### src/hdl/i64dlw_pkg.sv
// Shared constants, types and the double-dabble step for the decimal line writer.
package i64dlw_pkg;

	localparam int MAX_DIGITS    = 20;
	localparam int VALUE_W       = 64;
	localparam int BCD_W         = 4 * MAX_DIGITS;
	localparam int DIG_IDX_W     = $clog2(MAX_DIGITS);
	localparam int LEN_W         = 5;
	localparam int SPACE_W       = 16;
	localparam int BITS_PER_STEP = 4;
	localparam int CONV_STEPS    = VALUE_W / BITS_PER_STEP;
	localparam int STEP_W        = $clog2(CONV_STEPS);

	localparam logic [7:0] CHAR_ZERO  = 8'h30;
	localparam logic [7:0] CHAR_MINUS = 8'h2D;
	localparam logic [7:0] CHAR_CR    = 8'h0D;
	localparam logic [7:0] CHAR_LF    = 8'h0A;

	typedef logic [MAX_DIGITS-1:0][3:0] bcd_t;

	typedef logic [2:0] byte_sel_t;
	localparam byte_sel_t SEL_NONE  = 3'd0;
	localparam byte_sel_t SEL_MARK  = 3'd1;
	localparam byte_sel_t SEL_MINUS = 3'd2;
	localparam byte_sel_t SEL_DIGIT = 3'd3;
	localparam byte_sel_t SEL_CR    = 3'd4;
	localparam byte_sel_t SEL_LF    = 3'd5;

	typedef struct packed {
		logic      load;
		logic      conv;
		logic      measure;
		logic      dig_dec;
		byte_sel_t sel;
	} dp_cmd_t;

	typedef struct packed {
		logic fits;
		logic neg;
		logic dig_last;
	} dp_stat_t;

	// one shift-add-3 step: fix up every digit, then shift in the next binary bit
	function automatic bcd_t dd_shift(input bcd_t bcd, input logic b);
		bcd_t             adj;
		logic [BCD_W-1:0] flat;
		adj = bcd;
		for (int k = 0; k < MAX_DIGITS; k++) begin
			if (bcd[k] >= 4'd5) begin
				adj[k] = bcd[k] + 4'd3;
			end
		end
		flat = adj;
		dd_shift = {flat[BCD_W-2:0], b};
	endfunction

endpackage

### src/hdl/i64dlw_if.sv
// Valid/ready channel interfaces for input items and output bytes.
interface i64dlw_item_if;
	logic               valid;
	logic               ready;
	logic [7:0]         type_marker;
	logic signed [63:0] value;
	logic [15:0]        space_left;

	modport source(output valid, type_marker, value, space_left, input ready);
	modport sink(input valid, type_marker, value, space_left, output ready);
endinterface

interface i64dlw_text_if;
	logic       valid;
	logic       ready;
	logic [7:0] out_byte;
	logic       last_byte;
	logic       overflow;

	modport source(output valid, out_byte, last_byte, overflow, input ready);
	modport sink(input valid, out_byte, last_byte, overflow, output ready);
endinterface

### src/hdl/i64dlw_dp.sv
// Datapath: magnitude, BCD conversion register, digit count, fit check and byte select.
module i64dlw_dp import i64dlw_pkg::*; (
	input  logic               clk,
	input  logic [7:0]         type_marker,
	input  logic signed [63:0] value,
	input  logic [15:0]        space_left,
	input  dp_cmd_t            cmd,
	output dp_stat_t           stat,
	output logic [7:0]         out_byte
);

	logic [7:0]           marker_q;
	logic [SPACE_W-1:0]   space_q;
	logic                 neg_q;
	logic [VALUE_W-1:0]   mag_q;
	bcd_t                 bcd_q;
	logic [DIG_IDX_W-1:0] dig_q;

	logic [VALUE_W-1:0]   raw;
	logic [VALUE_W-1:0]   mag_c;
	bcd_t                 bcd_nx;
	logic [VALUE_W-1:0]   mag_nx;
	logic [LEN_W-1:0]     ndig_c;
	logic [LEN_W-1:0]     len_c;

	assign raw   = value;
	// two's complement negate; -2^63 comes out as magnitude 2^63
	assign mag_c = raw[VALUE_W-1] ? (~raw + VALUE_W'(1)) : raw;

	always_comb begin
		bcd_nx = bcd_q;
		mag_nx = mag_q;
		for (int j = 0; j < BITS_PER_STEP; j++) begin
			bcd_nx = dd_shift(bcd_nx, mag_nx[VALUE_W-1]);
			mag_nx = {mag_nx[VALUE_W-2:0], 1'b0};
		end
	end

	// digit count: position of the top nonzero digit, at least one
	always_comb begin
		ndig_c = LEN_W'(1);
		for (int k = 1; k < MAX_DIGITS; k++) begin
			if (bcd_q[k] != 4'd0) begin
				ndig_c = LEN_W'(k + 1);
			end
		end
	end

	assign len_c         = LEN_W'(3) + LEN_W'(neg_q) + ndig_c;
	assign stat.fits     = SPACE_W'(len_c) < space_q;
	assign stat.neg      = neg_q;
	assign stat.dig_last = (dig_q == '0);

	always_ff @(posedge clk) begin
		if (cmd.load) begin
			marker_q <= type_marker;
			space_q  <= space_left;
			neg_q    <= raw[VALUE_W-1];
			mag_q    <= mag_c;
			bcd_q    <= '0;
		end else if (cmd.conv) begin
			mag_q <= mag_nx;
			bcd_q <= bcd_nx;
		end
		if (cmd.measure) begin
			dig_q <= DIG_IDX_W'(ndig_c - LEN_W'(1));
		end else if (cmd.dig_dec) begin
			dig_q <= dig_q - DIG_IDX_W'(1);
		end
	end

	always_comb begin
		case (cmd.sel)
			SEL_MARK:  out_byte = marker_q;
			SEL_MINUS: out_byte = CHAR_MINUS;
			SEL_DIGIT: out_byte = CHAR_ZERO + {4'b0000, bcd_q[dig_q]};
			SEL_CR:    out_byte = CHAR_CR;
			SEL_LF:    out_byte = CHAR_LF;
			default:   out_byte = 8'h00;
		endcase
	end

endmodule

### src/hdl/i64dlw_ctrl.sv
// Controller: sequences load, conversion steps, measurement and byte emission.
module i64dlw_ctrl import i64dlw_pkg::*; (
	input  logic     clk,
	input  logic     arst_n,
	input  logic     in_valid,
	output logic     in_ready,
	output logic     out_valid,
	input  logic     out_ready,
	output logic     out_last,
	output logic     out_ovf,
	input  dp_stat_t stat,
	output dp_cmd_t  cmd
);

	localparam logic [3:0] ST_IDLE    = 4'd0;
	localparam logic [3:0] ST_CONV    = 4'd1;
	localparam logic [3:0] ST_MEASURE = 4'd2;
	localparam logic [3:0] ST_MARK    = 4'd3;
	localparam logic [3:0] ST_SIGN    = 4'd4;
	localparam logic [3:0] ST_DIGIT   = 4'd5;
	localparam logic [3:0] ST_CR      = 4'd6;
	localparam logic [3:0] ST_LF      = 4'd7;
	localparam logic [3:0] ST_OVF     = 4'd8;

	logic [3:0]        state_q;
	logic [3:0]        state_nx;
	logic [STEP_W-1:0] step_q;

	always_comb begin
		state_nx    = state_q;
		in_ready    = 1'b0;
		out_valid   = 1'b0;
		out_last    = 1'b0;
		out_ovf     = 1'b0;
		cmd.load    = 1'b0;
		cmd.conv    = 1'b0;
		cmd.measure = 1'b0;
		cmd.dig_dec = 1'b0;
		cmd.sel     = SEL_NONE;
		case (state_q)
			ST_IDLE: begin
				in_ready = 1'b1;
				if (in_valid) begin
					cmd.load = 1'b1;
					state_nx = ST_CONV;
				end
			end
			ST_CONV: begin
				cmd.conv = 1'b1;
				if (step_q == STEP_W'(CONV_STEPS - 1)) begin
					state_nx = ST_MEASURE;
				end
			end
			ST_MEASURE: begin
				cmd.measure = 1'b1;
				state_nx    = stat.fits ? ST_MARK : ST_OVF;
			end
			ST_MARK: begin
				out_valid = 1'b1;
				cmd.sel   = SEL_MARK;
				if (out_ready) begin
					state_nx = stat.neg ? ST_SIGN : ST_DIGIT;
				end
			end
			ST_SIGN: begin
				out_valid = 1'b1;
				cmd.sel   = SEL_MINUS;
				if (out_ready) begin
					state_nx = ST_DIGIT;
				end
			end
			ST_DIGIT: begin
				out_valid = 1'b1;
				cmd.sel   = SEL_DIGIT;
				if (out_ready) begin
					if (stat.dig_last) begin
						state_nx = ST_CR;
					end else begin
						cmd.dig_dec = 1'b1;
					end
				end
			end
			ST_CR: begin
				out_valid = 1'b1;
				cmd.sel   = SEL_CR;
				if (out_ready) begin
					state_nx = ST_LF;
				end
			end
			ST_LF: begin
				out_valid = 1'b1;
				out_last  = 1'b1;
				cmd.sel   = SEL_LF;
				if (out_ready) begin
					state_nx = ST_IDLE;
				end
			end
			ST_OVF: begin
				out_valid = 1'b1;
				out_last  = 1'b1;
				out_ovf   = 1'b1;
				if (out_ready) begin
					state_nx = ST_IDLE;
				end
			end
			default: begin
				state_nx = ST_IDLE;
			end
		endcase
	end

	always_ff @(posedge clk or negedge arst_n) begin
		if (!arst_n) begin
			state_q <= ST_IDLE;
			step_q  <= '0;
		end else begin
			state_q <= state_nx;
			if (cmd.load) begin
				step_q <= '0;
			end else if (cmd.conv) begin
				step_q <= step_q + STEP_W'(1);
			end
		end
	end

endmodule

### src/hdl/int64_decimal_line_writer_core.sv
// Item accepted in idle; conversion steps (4 bits each) and a measure state follow.
// The first byte is offered after the measure state, then one byte per cycle
// while the sink is ready: marker, sign if negative, 1..19 digits, CR, LF (or one overflow result).
// A line is L = 4..23 bytes (1 on overflow); the next item is taken only after its last byte.
// arst_n clears the controller to idle; datapath registers load with each item.
module int64_decimal_line_writer_core import i64dlw_pkg::*; (
	input logic           clk,
	input logic           arst_n,
	i64dlw_item_if.sink   item,
	i64dlw_text_if.source text
);

	dp_cmd_t  cmd;
	dp_stat_t stat;

	i64dlw_ctrl u_ctrl (
		.clk       (clk),
		.arst_n    (arst_n),
		.in_valid  (item.valid),
		.in_ready  (item.ready),
		.out_valid (text.valid),
		.out_ready (text.ready),
		.out_last  (text.last_byte),
		.out_ovf   (text.overflow),
		.stat      (stat),
		.cmd       (cmd)
	);

	i64dlw_dp u_dp (
		.clk         (clk),
		.type_marker (item.type_marker),
		.value       (item.value),
		.space_left  (item.space_left),
		.cmd         (cmd),
		.stat        (stat),
		.out_byte    (text.out_byte)
	);

endmodule

### src/flat_wrapper.sv
// flat-port wrapper written by rule: the top's interface ports become plain ports
module int64_decimal_line_writer_core_flat import i64dlw_pkg::*;
  (clk, arst_n, item_valid, item_type_marker, item_value, item_space_left, item_ready, text_valid, text_out_byte, text_last_byte, text_overflow, text_ready);
  i64dlw_item_if item_i ();
  i64dlw_text_if text_i ();
  input logic clk;
  input logic arst_n;
  input wire logic [$bits(item_i.valid)-1:0] item_valid;
  input wire logic [$bits(item_i.type_marker)-1:0] item_type_marker;
  input wire logic [$bits(item_i.value)-1:0] item_value;
  input wire logic [$bits(item_i.space_left)-1:0] item_space_left;
  output wire logic [$bits(item_i.ready)-1:0] item_ready;
  output wire logic [$bits(text_i.valid)-1:0] text_valid;
  output wire logic [$bits(text_i.out_byte)-1:0] text_out_byte;
  output wire logic [$bits(text_i.last_byte)-1:0] text_last_byte;
  output wire logic [$bits(text_i.overflow)-1:0] text_overflow;
  input wire logic [$bits(text_i.ready)-1:0] text_ready;
  assign item_i.valid = item_valid;
  assign item_i.type_marker = item_type_marker;
  assign item_i.value = item_value;
  assign item_i.space_left = item_space_left;
  assign item_ready = item_i.ready;
  assign text_valid = text_i.valid;
  assign text_out_byte = text_i.out_byte;
  assign text_last_byte = text_i.last_byte;
  assign text_overflow = text_i.overflow;
  assign text_i.ready = text_ready;
  int64_decimal_line_writer_core u_core (.clk(clk), .arst_n(arst_n), .item(item_i), .text(text_i));
endmodule
### config.mk
export PLATFORM = sky130hd
export DESIGN_NAME = int64_decimal_line_writer_core_flat
export DESIGN_NICKNAME = d
export VERILOG_FILES = /design/src/hdl/i64dlw_pkg.sv /design/src/hdl/i64dlw_if.sv /design/src/hdl/i64dlw_dp.sv /design/src/hdl/i64dlw_ctrl.sv /design/src/hdl/int64_decimal_line_writer_core.sv /design/src/flat_wrapper.sv
export SDC_FILE = /design/constraint.sdc
export NUM_CORES = 1
export LEC_CHECK = 0
export BUFFER_PORTS_ARGS = -buffer_cell sky130_fd_sc_hd__buf_2
export CAP_MARGIN = 5
export CORE_MARGIN = 1
export CORE_UTILIZATION = 55
export CTS_CLUSTER_DIAMETER = 60
export DETAILED_ROUTE_END_ITERATION = 6
export PLACE_DENSITY = 0.72
export SETUP_SLACK_MARGIN = 0.4
export SLEW_MARGIN = 5
export SYNTH_ARGS = -nofsm -noshare
export SYNTH_HDL_FRONTEND = slang
export SYNTH_SLANG_ARGS = --single-unit
### constraint.sdc
create_clock -name clk -period 14.9 [get_ports clk]
set_clock_uncertainty 0.1 [all_clocks]
set_input_delay 3.725 -clock clk [delete_from_list [all_inputs] [get_ports clk]]
set_output_delay 3.725 -clock clk [all_outputs]
set_load 0.02 [all_outputs]
==> metrics.log, run 1 <==
[metrics] pin count of the biggest net entering global routing: between 100 and 150
[metrics] worst slew margin relative to its limit: 0.2544
[metrics] Seq/Total Area, Yosys: 0.2341
[metrics] clk buf depth: 2
[metrics] post-CTS repair timing setup buffer count: 0
[metrics] most numerous cell on the critical path: sky130_fd_sc_hd__o21ai_0
[metrics] cell count after synthesis: around 2400
[metrics] synth top area cells: sky130_fd_sc_hd__edfxtp_1, sky130_fd_sc_hd__ha_1, sky130_fd_sc_hd__dfxtp_1
[metrics] post-synthesis average cell area: between 8 and 9 um^2
[metrics] FF+latch count, synth: ~180
[metrics] total global routing track utilization: 0.2684
[metrics] area share of the largest cell type after synthesis: 0.1429
[metrics] ratio of cells with drive above 1 in the final layout: 0.1039
[metrics] number of sinks on the clock net: 182
[metrics] Synth Area in Simple Gates: 0.2178
[metrics] Sum Neg Setup Slack: 0 ns
[metrics] Hold Path Depth: 2
[metrics] Worst Hold Path EP: u_core.u_dp.bcd_q[0]
[metrics] Critical Path AT: about 3.2 ns
[metrics] Worst Reg-to-Reg Cells: 23
[metrics] post-route DRC violation count: 0
[metrics] critical path cell sequence: buf_4 -> mux4_2 -> mux2i_1 -> o22ai_1 -> o21ai_0 -> o21ai_0 -> a22oi_1 -> nor2_1 -> buf_2
[metrics] CTS tree: done
[metrics] critical path required time: around 11 ns
[metrics] vias in the first global route: about 17000
[metrics] first-pass GRT wire length: slightly above 80000 um
[metrics] clock transition time at the flip-flop clock pins of the worst setup and hold paths: approximately 0.080 ns
[metrics] effective utilization at floorplan: 0.5566
[metrics] fraction of registers with async set or reset after synthesis: 0.04396
[metrics] unrepaired setup endpoints after global routing: no
[metrics] port bufs: between 100 and 150
[metrics] hold-fix buffers at CTS: 0
[metrics] core area: 35480 um^2
[metrics] area growth from synthesis to layout: 6.873%
[metrics] delay of the slowest cell on the worst path: between 0.5 and 0.6 ns
[metrics] number of max-slew violations in the final report: 0
[metrics] total length of routed wires: approximately 50000 um
[metrics] adder and majority gate portion of the synthesized area: 0.1077
[metrics] clock latency of the later-clocked register in the worst-skew pair: 0.46 ns
[metrics] cell at the root of the clock tree: sky130_fd_sc_hd__clkbuf_16
[metrics] number of rows created at floorplan: slightly below 70
[metrics] die extent in x: roughly 190 um
[metrics] count of antenna diodes in the layout: 0
[metrics] DRC violation total after the first TritonRoute iteration: about 1300
[metrics] routed len/inst: 16.75 um
[metrics] routed vias: approximately 18000
[metrics] Finish-stage setup viols: 0
[metrics] XOR/XNOR share of the synthesized area: 0.05809
[metrics] post-synthesis cell type with the largest combined area: sky130_fd_sc_hd__edfxtp_1
[metrics] final hold violations: 0
[metrics] post-cts sizing count: 0
[metrics] classification of the worst setup path: flop to primary output
[metrics] post-layout net count: roughly 2700
[metrics] reg2reg setup slack: ~8.9 ns
[metrics] GP Congestion: 0.9166
[metrics] startpoint kind of the worst setup timing path: flop
[metrics] height of the die: roughly 190 um
[metrics] slew at the pin closest to its max-slew limit: around 1.1 ns
[metrics] CP max-delay cell: sky130_fd_sc_hd__edfxtp_1
[metrics] length of the first detailed-routing pass in iterations: 5
[metrics] kind of capture point of the worst setup path: primary output
[metrics] flip-flop cell with the highest count after synthesis: sky130_fd_sc_hd__edfxtp_1
[metrics] number of warnings reported in the yosys synthesis log: 0
[metrics] dominant cell by count in the synthesized netlist: sky130_fd_sc_hd__o21ai_0
[metrics] worst-path maximum fanout: 16
[metrics] worst hold-check path type: flop to flop
[metrics] syn nets: 2705
[metrics] mux cell area share after synthesis: 0.08115
[metrics] H-tree levels: 4
[metrics] antenna violations before repair: 0
[metrics] number of buffers inserted during clock tree synthesis: 17
[metrics] global route total overflow: 0
[metrics] synthesized-area fraction occupied by ao, oa, aoi and oai cells: 0.2435
[metrics] DP HPWL: 37610 um
[metrics] start point of the worst min-delay path: u_core.u_dp.mag_q[60]
[metrics] distinct cell type count after synthesis: 86
[metrics] max capacitance violation total: 0
[metrics] fin crit share: 0.4739
[metrics] die area: approximately 37000 um^2
[metrics] count of flip-flops with a built-in enable after synthesis: between 90 and 100
[metrics] number of nets still failing antenna checks after routing: 0
[metrics] upper clock frequency limit: roughly 140 MHz
[metrics] combinational family with the most area after synthesis: compound AO/OA/AOI/OAI gates
[metrics] Min Clock Period, post-route: between 7 and 8 ns
[metrics] Crit Reg-Reg Endpoint: u_core.u_dp.bcd_q[26]
[metrics] most frequent cells after synthesis: sky130_fd_sc_hd__o21ai_0, sky130_fd_sc_hd__nand2_1, sky130_fd_sc_hd__inv_1, sky130_fd_sc_hd__ha_1, sky130_fd_sc_hd__a21oi_1
[metrics] vias per cell: between 6 and 7
[metrics] ports placed on the boundary: ~100
[metrics] status: complete, no violations
[metrics] r2r startpoint: u_core.u_dp.bcd_q[25]
[metrics] post-synthesis instance area: slightly below 20000 um^2
cell type report:
class	instances	area, um^2
well taps	461	576.8
clock buffers	18	429.2
fillers	3152	14370
inverters	196	735.7
flip-flops and latches	182	4624
clock inverters	14	151.4
multi-input cells	1961	14010
repair buffers	112	583.1
state kept, by name, summed over array words and instances, names as in the netlist:
register and flops:
u_core.u_dp.bcd_q 80, u_core.u_dp.neg_q 1, u_core.u_dp.dig_q 5, u_core.u_dp.marker_q 8, u_core.u_dp.mag_q 64, u_core.u_dp.space_q 16
u_core.u_ctrl.state_q 4, u_core.u_ctrl.step_q 4
kinds of logic (layout without fill, tap and decap cells):
kind of cell	after synthesis	count (layout)
AO/OA/AOI/OAI	722	722
XOR/XNOR	131	131
adder cells (fa/ha/maj)	170	170
buffers and inverters	300	340
flip-flops	182	182
multiplexers	130	130
AND/OR/NAND/NOR	808	808
critical path, delay by kind of cell, from the launching register on:
kind	cells	cell delay, ns
AND/OR/NAND/NOR	1	0.06
multiplexers	2	0.75
buffers and inverters	2	0.54
flip-flops	1	0.56
AO/OA/AOI/OAI	4	0.83
layer usage:
layer / part of all wire / vias to the layer above / global-route usage
li1: - / 8986 / -
met1: 0.45 / 8491 / 0.3423
met2: 0.48 / 487 / 0.4753
met3: 0.048 / 68 / 0.03360
met4: 0.018 / 0 / 0.06807
met5: 0 / - / 0
cells in the final DEF, fill, tap and decap left out, drive strengths merged, types with 35 or more instances in the layout:
master	synthesis	layout
o31ai	47	47
a211oi	43	43
dfxtp	80	80
ha	170	170
inv	195	205
xor2	68	68
nor2	97	97
mux2i	78	78
buf	12	112
nor2b	74	74
nand2b	81	81
o21ai	244	244
nand2	232	232
nand3	94	94
a21oi	99	99
edfxtp	94	94
xnor2	63	63
a21o	35	35
and2	45	45
through the flow:
stage | instance area, um^2 | worst slack [ns] | util | hold WS (ns) | instances
floorplan | 19750 | 7.743 | - | 0.3713 | 2443
global placement | 20530 | 8.097 | 0.5785 | 0.3811 | 2912
detailed placement | 20530 | 8.014 | 0.5785 | 0.4017 | 2912
CTS | 21110 | 7.860 | 0.5949 | 0.4214 | 2944
global route | 21110 | 7.709 | 0.5949 | 0.4516 | 2944
finish | 21110 | 7.839 | 0.5949 | 0.4083 | 2944
how the worst max path moves through the flow:
stage	start	to	cells past startpoint
floorplan	item_valid	u_core.u_dp.mag_q[0]	5
global placement	item_value[4]	u_core.u_dp.mag_q[57]	9
detailed placement	item_value[4]	u_core.u_dp.mag_q[57]	9
CTS	u_core.u_dp.dig_q[0]	text_out_byte[2]	9
global route	u_core.u_dp.dig_q[0]	text_out_byte[0]	9
finish	u_core.u_dp.dig_q[0]	text_out_byte[0]	9
Power of run 1 is not shown: default switching activity piles up to over one toggle a cycle in this logic, so the estimate is an artifact.
==> run 2: changes to the inputs <==
--- a/config.mk
+++ b/config.mk
@@ -5,6 +5,7 @@
 export SDC_FILE = /design/constraint.sdc
 export NUM_CORES = 1
 export LEC_CHECK = 0
+export ABC_AREA = 1
 export BUFFER_PORTS_ARGS = -buffer_cell sky130_fd_sc_hd__buf_2
 export CAP_MARGIN = 5
 export CORE_MARGIN = 1
==> constraint.sdc (replaced) <==
create_clock -name clk -period 7.15 [get_ports clk]
set_clock_uncertainty 0.1 [all_clocks]
set_input_delay 1.7875 -clock clk [delete_from_list [all_inputs] [get_ports clk]]
set_output_delay 1.7875 -clock clk [all_outputs]
set_load 0.02 [all_outputs]
==> metrics.log, run 2 <==
[metrics] number of max-slew violations in the final report: 0 (unchanged)
[metrics] vias in the first global route: 16347 (-2.7%)
[metrics] area share of the largest cell type after synthesis: 0.1550 (+0.01205)
[metrics] total global routing track utilization: 0.2745 (+0.006157)
[metrics] dominant cell by count in the synthesized netlist: sky130_fd_sc_hd__nand2_1
[metrics] Min Clock Period, post-route: roughly 5.1 ns
[metrics] synth top area cells: sky130_fd_sc_hd__edfxtp_1, sky130_fd_sc_hd__nand2_1, sky130_fd_sc_hd__ha_1
[metrics] Synth Area in Simple Gates: 0.2680 (+0.05024)
[metrics] height of the die: 184.0 um (-3.9%)
[metrics] post-synthesis average cell area: 6.658 um^2 (-18%)
[metrics] syn nets: 2998 (+11%)
[metrics] FF+latch count, synth: 182 (unchanged)
[metrics] reg2reg setup slack: 2.57 ns (-6.37 ns)
[metrics] Finish-stage setup viols: 0 (unchanged)
[metrics] die extent in x: 184.0 um (-3.9%)
[metrics] flip-flop cell with the highest count after synthesis: sky130_fd_sc_hd__edfxtp_1
[metrics] cell area after placement: 19180 um^2 (-6.6%)
[metrics] Layout fillers: 3147 (-0.16%)
[metrics] startpoint kind of the worst setup timing path: flop
[metrics] adder and majority gate portion of the synthesized area: 0.1168 (+0.009084)
[metrics] core area: 32540 um^2 (-8.3%)
[metrics] post-route DRC violation count: 0 (unchanged)
[metrics] post-route non-filler standard cell count: 3272 (+11%)
[metrics] synthesized-area fraction occupied by ao, oa, aoi and oai cells: 0.1903 (-0.05323)
[metrics] fraction of registers with async set or reset after synthesis: 0.04396 (unchanged)
[metrics] number of nets still failing antenna checks after routing: 0 (unchanged)
[metrics] cell count after synthesis: 2736 (+12%)
[metrics] Critical path destination: text_out_byte[0]
[metrics] classification of the worst setup path: flop to primary output
[metrics] kind of capture point of the worst setup path: primary output
[metrics] most frequent cells after synthesis: sky130_fd_sc_hd__nand2_1, sky130_fd_sc_hd__inv_1, sky130_fd_sc_hd__nor2_1, sky130_fd_sc_hd__o21ai_0, sky130_fd_sc_hd__ha_1
[metrics] worst slew margin relative to its limit: 0.3712 (+0.1169)
[metrics] Seq/Total Area, Yosys: 0.2539 (+0.01975)
[metrics] register name with the most flops: u_core.u_dp.bcd_q
[metrics] critical path required time: 5.26 ns (-5.81 ns)
[metrics] Critical Path AT: 3.18 ns (-0.06 ns)
[metrics] count of flip-flops with a built-in enable after synthesis: 94 (unchanged)
[metrics] GP Congestion: 0.9164 (about the same)
[metrics] routed len/inst: 14.00 um (-16%)
[metrics] max FFs per register: 80 (unchanged)
[metrics] pin count of the biggest net entering global routing: 83 (-31%)
[metrics] start point of the worst min-delay path: u_core.u_dp.bcd_q[60]
[metrics] post-cts sizing count: 0 (unchanged)
[metrics] global route total overflow: 0 (unchanged)
[metrics] XOR/XNOR share of the synthesized area: 0.05949 (+0.001397)
[metrics] clock transition time at the flip-flop clock pins of the worst setup and hold paths: 0.07 ns (about the same)
[metrics] post-layout net count: 3079 (+13%)
[metrics] leading cell types in the layout, fill and taps excluded: sky130_fd_sc_hd__nand2_1, sky130_fd_sc_hd__inv_1, sky130_fd_sc_hd__nor2_1
[metrics] count of antenna diodes in the layout: 0 (unchanged)
[metrics] CTS tree: done
[metrics] effective utilization at floorplan: 0.5598 (+0.003188)
[metrics] DP HPWL: 35750 um (-4.9%)
[metrics] port bufs: 103 (unchanged)
[metrics] vias per cell: 5.320 (-13%)
[metrics] status: complete, no violations
[metrics] hold-fix buffers at CTS: 0 (unchanged)
[metrics] first-pass GRT wire length: 75880 um (-6.0%)
[metrics] upper clock frequency limit: just under 200 MHz
[metrics] ports placed on the boundary: 104 (unchanged)
[metrics] ratio of cells with drive above 1 in the final layout: 0.1117 (+0.007754)
[metrics] number of buffers inserted during clock tree synthesis: 17 (unchanged)
[metrics] placed cells: 3240 (+11%)
[metrics] Sum Neg Setup Slack: 0 ns (unchanged)
[metrics] Worst Reg-to-Reg Cells: 37 (+61%)
[metrics] antenna violations before repair: 0 (unchanged)
[metrics] final hold violations: 0 (unchanged)
[metrics] r2r startpoint: u_core.u_dp.bcd_q[12]
[metrics] mux cell area share after synthesis: 0.0007556 (-0.08039)
[metrics] clock latency of the later-clocked register in the worst-skew pair: 0.44 ns (-0.02 ns)
[metrics] slew at the pin closest to its max-slew limit: 0.9421 ns (-0.1764 ns)
[metrics] DRC violation total after the first TritonRoute iteration: 1088 (-13%)
[metrics] combinational family with the most area after synthesis: simple AND/OR/NAND/NOR gates
[metrics] area growth from synthesis to layout: 8.607%
[metrics] die area: 33850 um^2 (-7.7%)
[metrics] worst-path maximum fanout: 24 (+8)
[metrics] post-CTS repair timing setup buffer count: 0 (unchanged)
[metrics] Crit Reg-Reg Endpoint: u_core.u_ctrl.state_q[1]
[metrics] fin crit share: 0.7094
[metrics] clk buf depth: 2 (unchanged)
[metrics] total length of routed wires: 45820 um (-7.1%)
[metrics] unrepaired setup endpoints after global routing: no
[metrics] number of rows created at floorplan: 66 (-4.3%)
[metrics] number of warnings reported in the yosys synthesis log: 0 (unchanged)
[metrics] worst hold-check path type: flop to flop
[metrics] max capacitance violation total: 0 (unchanged)
[metrics] distinct cell type count after synthesis: 60 (-30%)
[metrics] critical path launch point: u_core.u_dp.dig_q[1]
[metrics] number of sinks on the clock net: 182 (unchanged)
[metrics] fin area: 19780 um^2 (-6.3%)
[metrics] post-synthesis instance area: 18210 um^2 (-7.8%)
[metrics] length of the first detailed-routing pass in iterations: 5 (unchanged)
[metrics] most common cell after layout, fill and taps aside: sky130_fd_sc_hd__nand2_1
[metrics] H-tree levels: 4 (unchanged)
[metrics] largest registers: u_core.u_dp.bcd_q: 80 flops, u_core.u_dp.mag_q: 64 flops, u_core.u_dp.space_q: 16 flops
[metrics] cell at the root of the clock tree: sky130_fd_sc_hd__clkbuf_16
[metrics] post-synthesis cell type with the largest combined area: sky130_fd_sc_hd__edfxtp_1
[metrics] routed vias: 17406 (-3.5%)
-- run 2: critical path: stages, from the launching register on --
cell and delay [ns]:
sky130_fd_sc_hd__edfxtp_1 0.77, sky130_fd_sc_hd__inv_1 0.51, sky130_fd_sc_hd__o21ai_0 0.19, sky130_fd_sc_hd__a21oi_1 0.06
sky130_fd_sc_hd__o311ai_0 0.34, sky130_fd_sc_hd__a31oi_1 0.19, sky130_fd_sc_hd__o311ai_0 0.43, sky130_fd_sc_hd__buf_2 0.25
-- run 2: worst min path at each step --
stage	to	depth (start not counted)
CTS	u_core.u_dp.bcd_q[60]	2
floorplan	u_core.u_dp.bcd_q[62]	2
detailed placement	u_core.u_dp.bcd_q[60]	2
global placement	u_core.u_dp.bcd_q[62]	2
finish	u_core.u_dp.bcd_q[60]	2
global route	u_core.u_dp.bcd_q[72]	2
-- run 2: cell type report --
cell class | count | area (um^2) | share of cell area
Multi-Input combinational cell | 2017 | 11590 | 0.5857
Sequential cell | 182 | 4624 | 0.2338
Inverter | 487 | 1832 | 0.09259
Timing Repair Buffer | 112 | 583.1 | 0.02947
Tap cell | 442 | 553.0 | 0.02796
Clock buffer | 19 | 432.9 | 0.02188
Clock inverter | 13 | 170.2 | 0.008602
-- run 2: cell families after synthesis --
logic type	after synthesis
buf+inv	537
xor+xnor	122
mux	1
flops	182
simple gates	1140
compound gates	584
fa+ha+maj	170
-- run 2: stage by stage --
stage	hold slack (ns)	setup WS, ns	utilization
2_1_floorplan	0.3446	1.662	-
3_3_place_gp	0.3576	2.507	0.5895
3_5_place_dp	0.3675	2.473	0.5895
4_1_cts	0.3789	2.109	0.6080
5_1_grt	0.4176	1.841	0.6080
6_report	0.3760	2.078	0.6080
-- run 2: metal layers --
| metal | routed length (um) | global-route usage | up-vias | part of all wire |
|---|---|---|---|---|
| li1 | - | - | 9003 | - |
| met1 | 21680 | 0.3610 | 7990 | 0.47 |
| met2 | 21610 | 0.4755 | 356 | 0.47 |
| met3 | 1823 | 0.03467 | 57 | 0.040 |
| met4 | 709 | 0.06567 | 0 | 0.015 |
| met5 | 0 | 0 | - | 0 |
Power of run 2 is left out for the same reason.
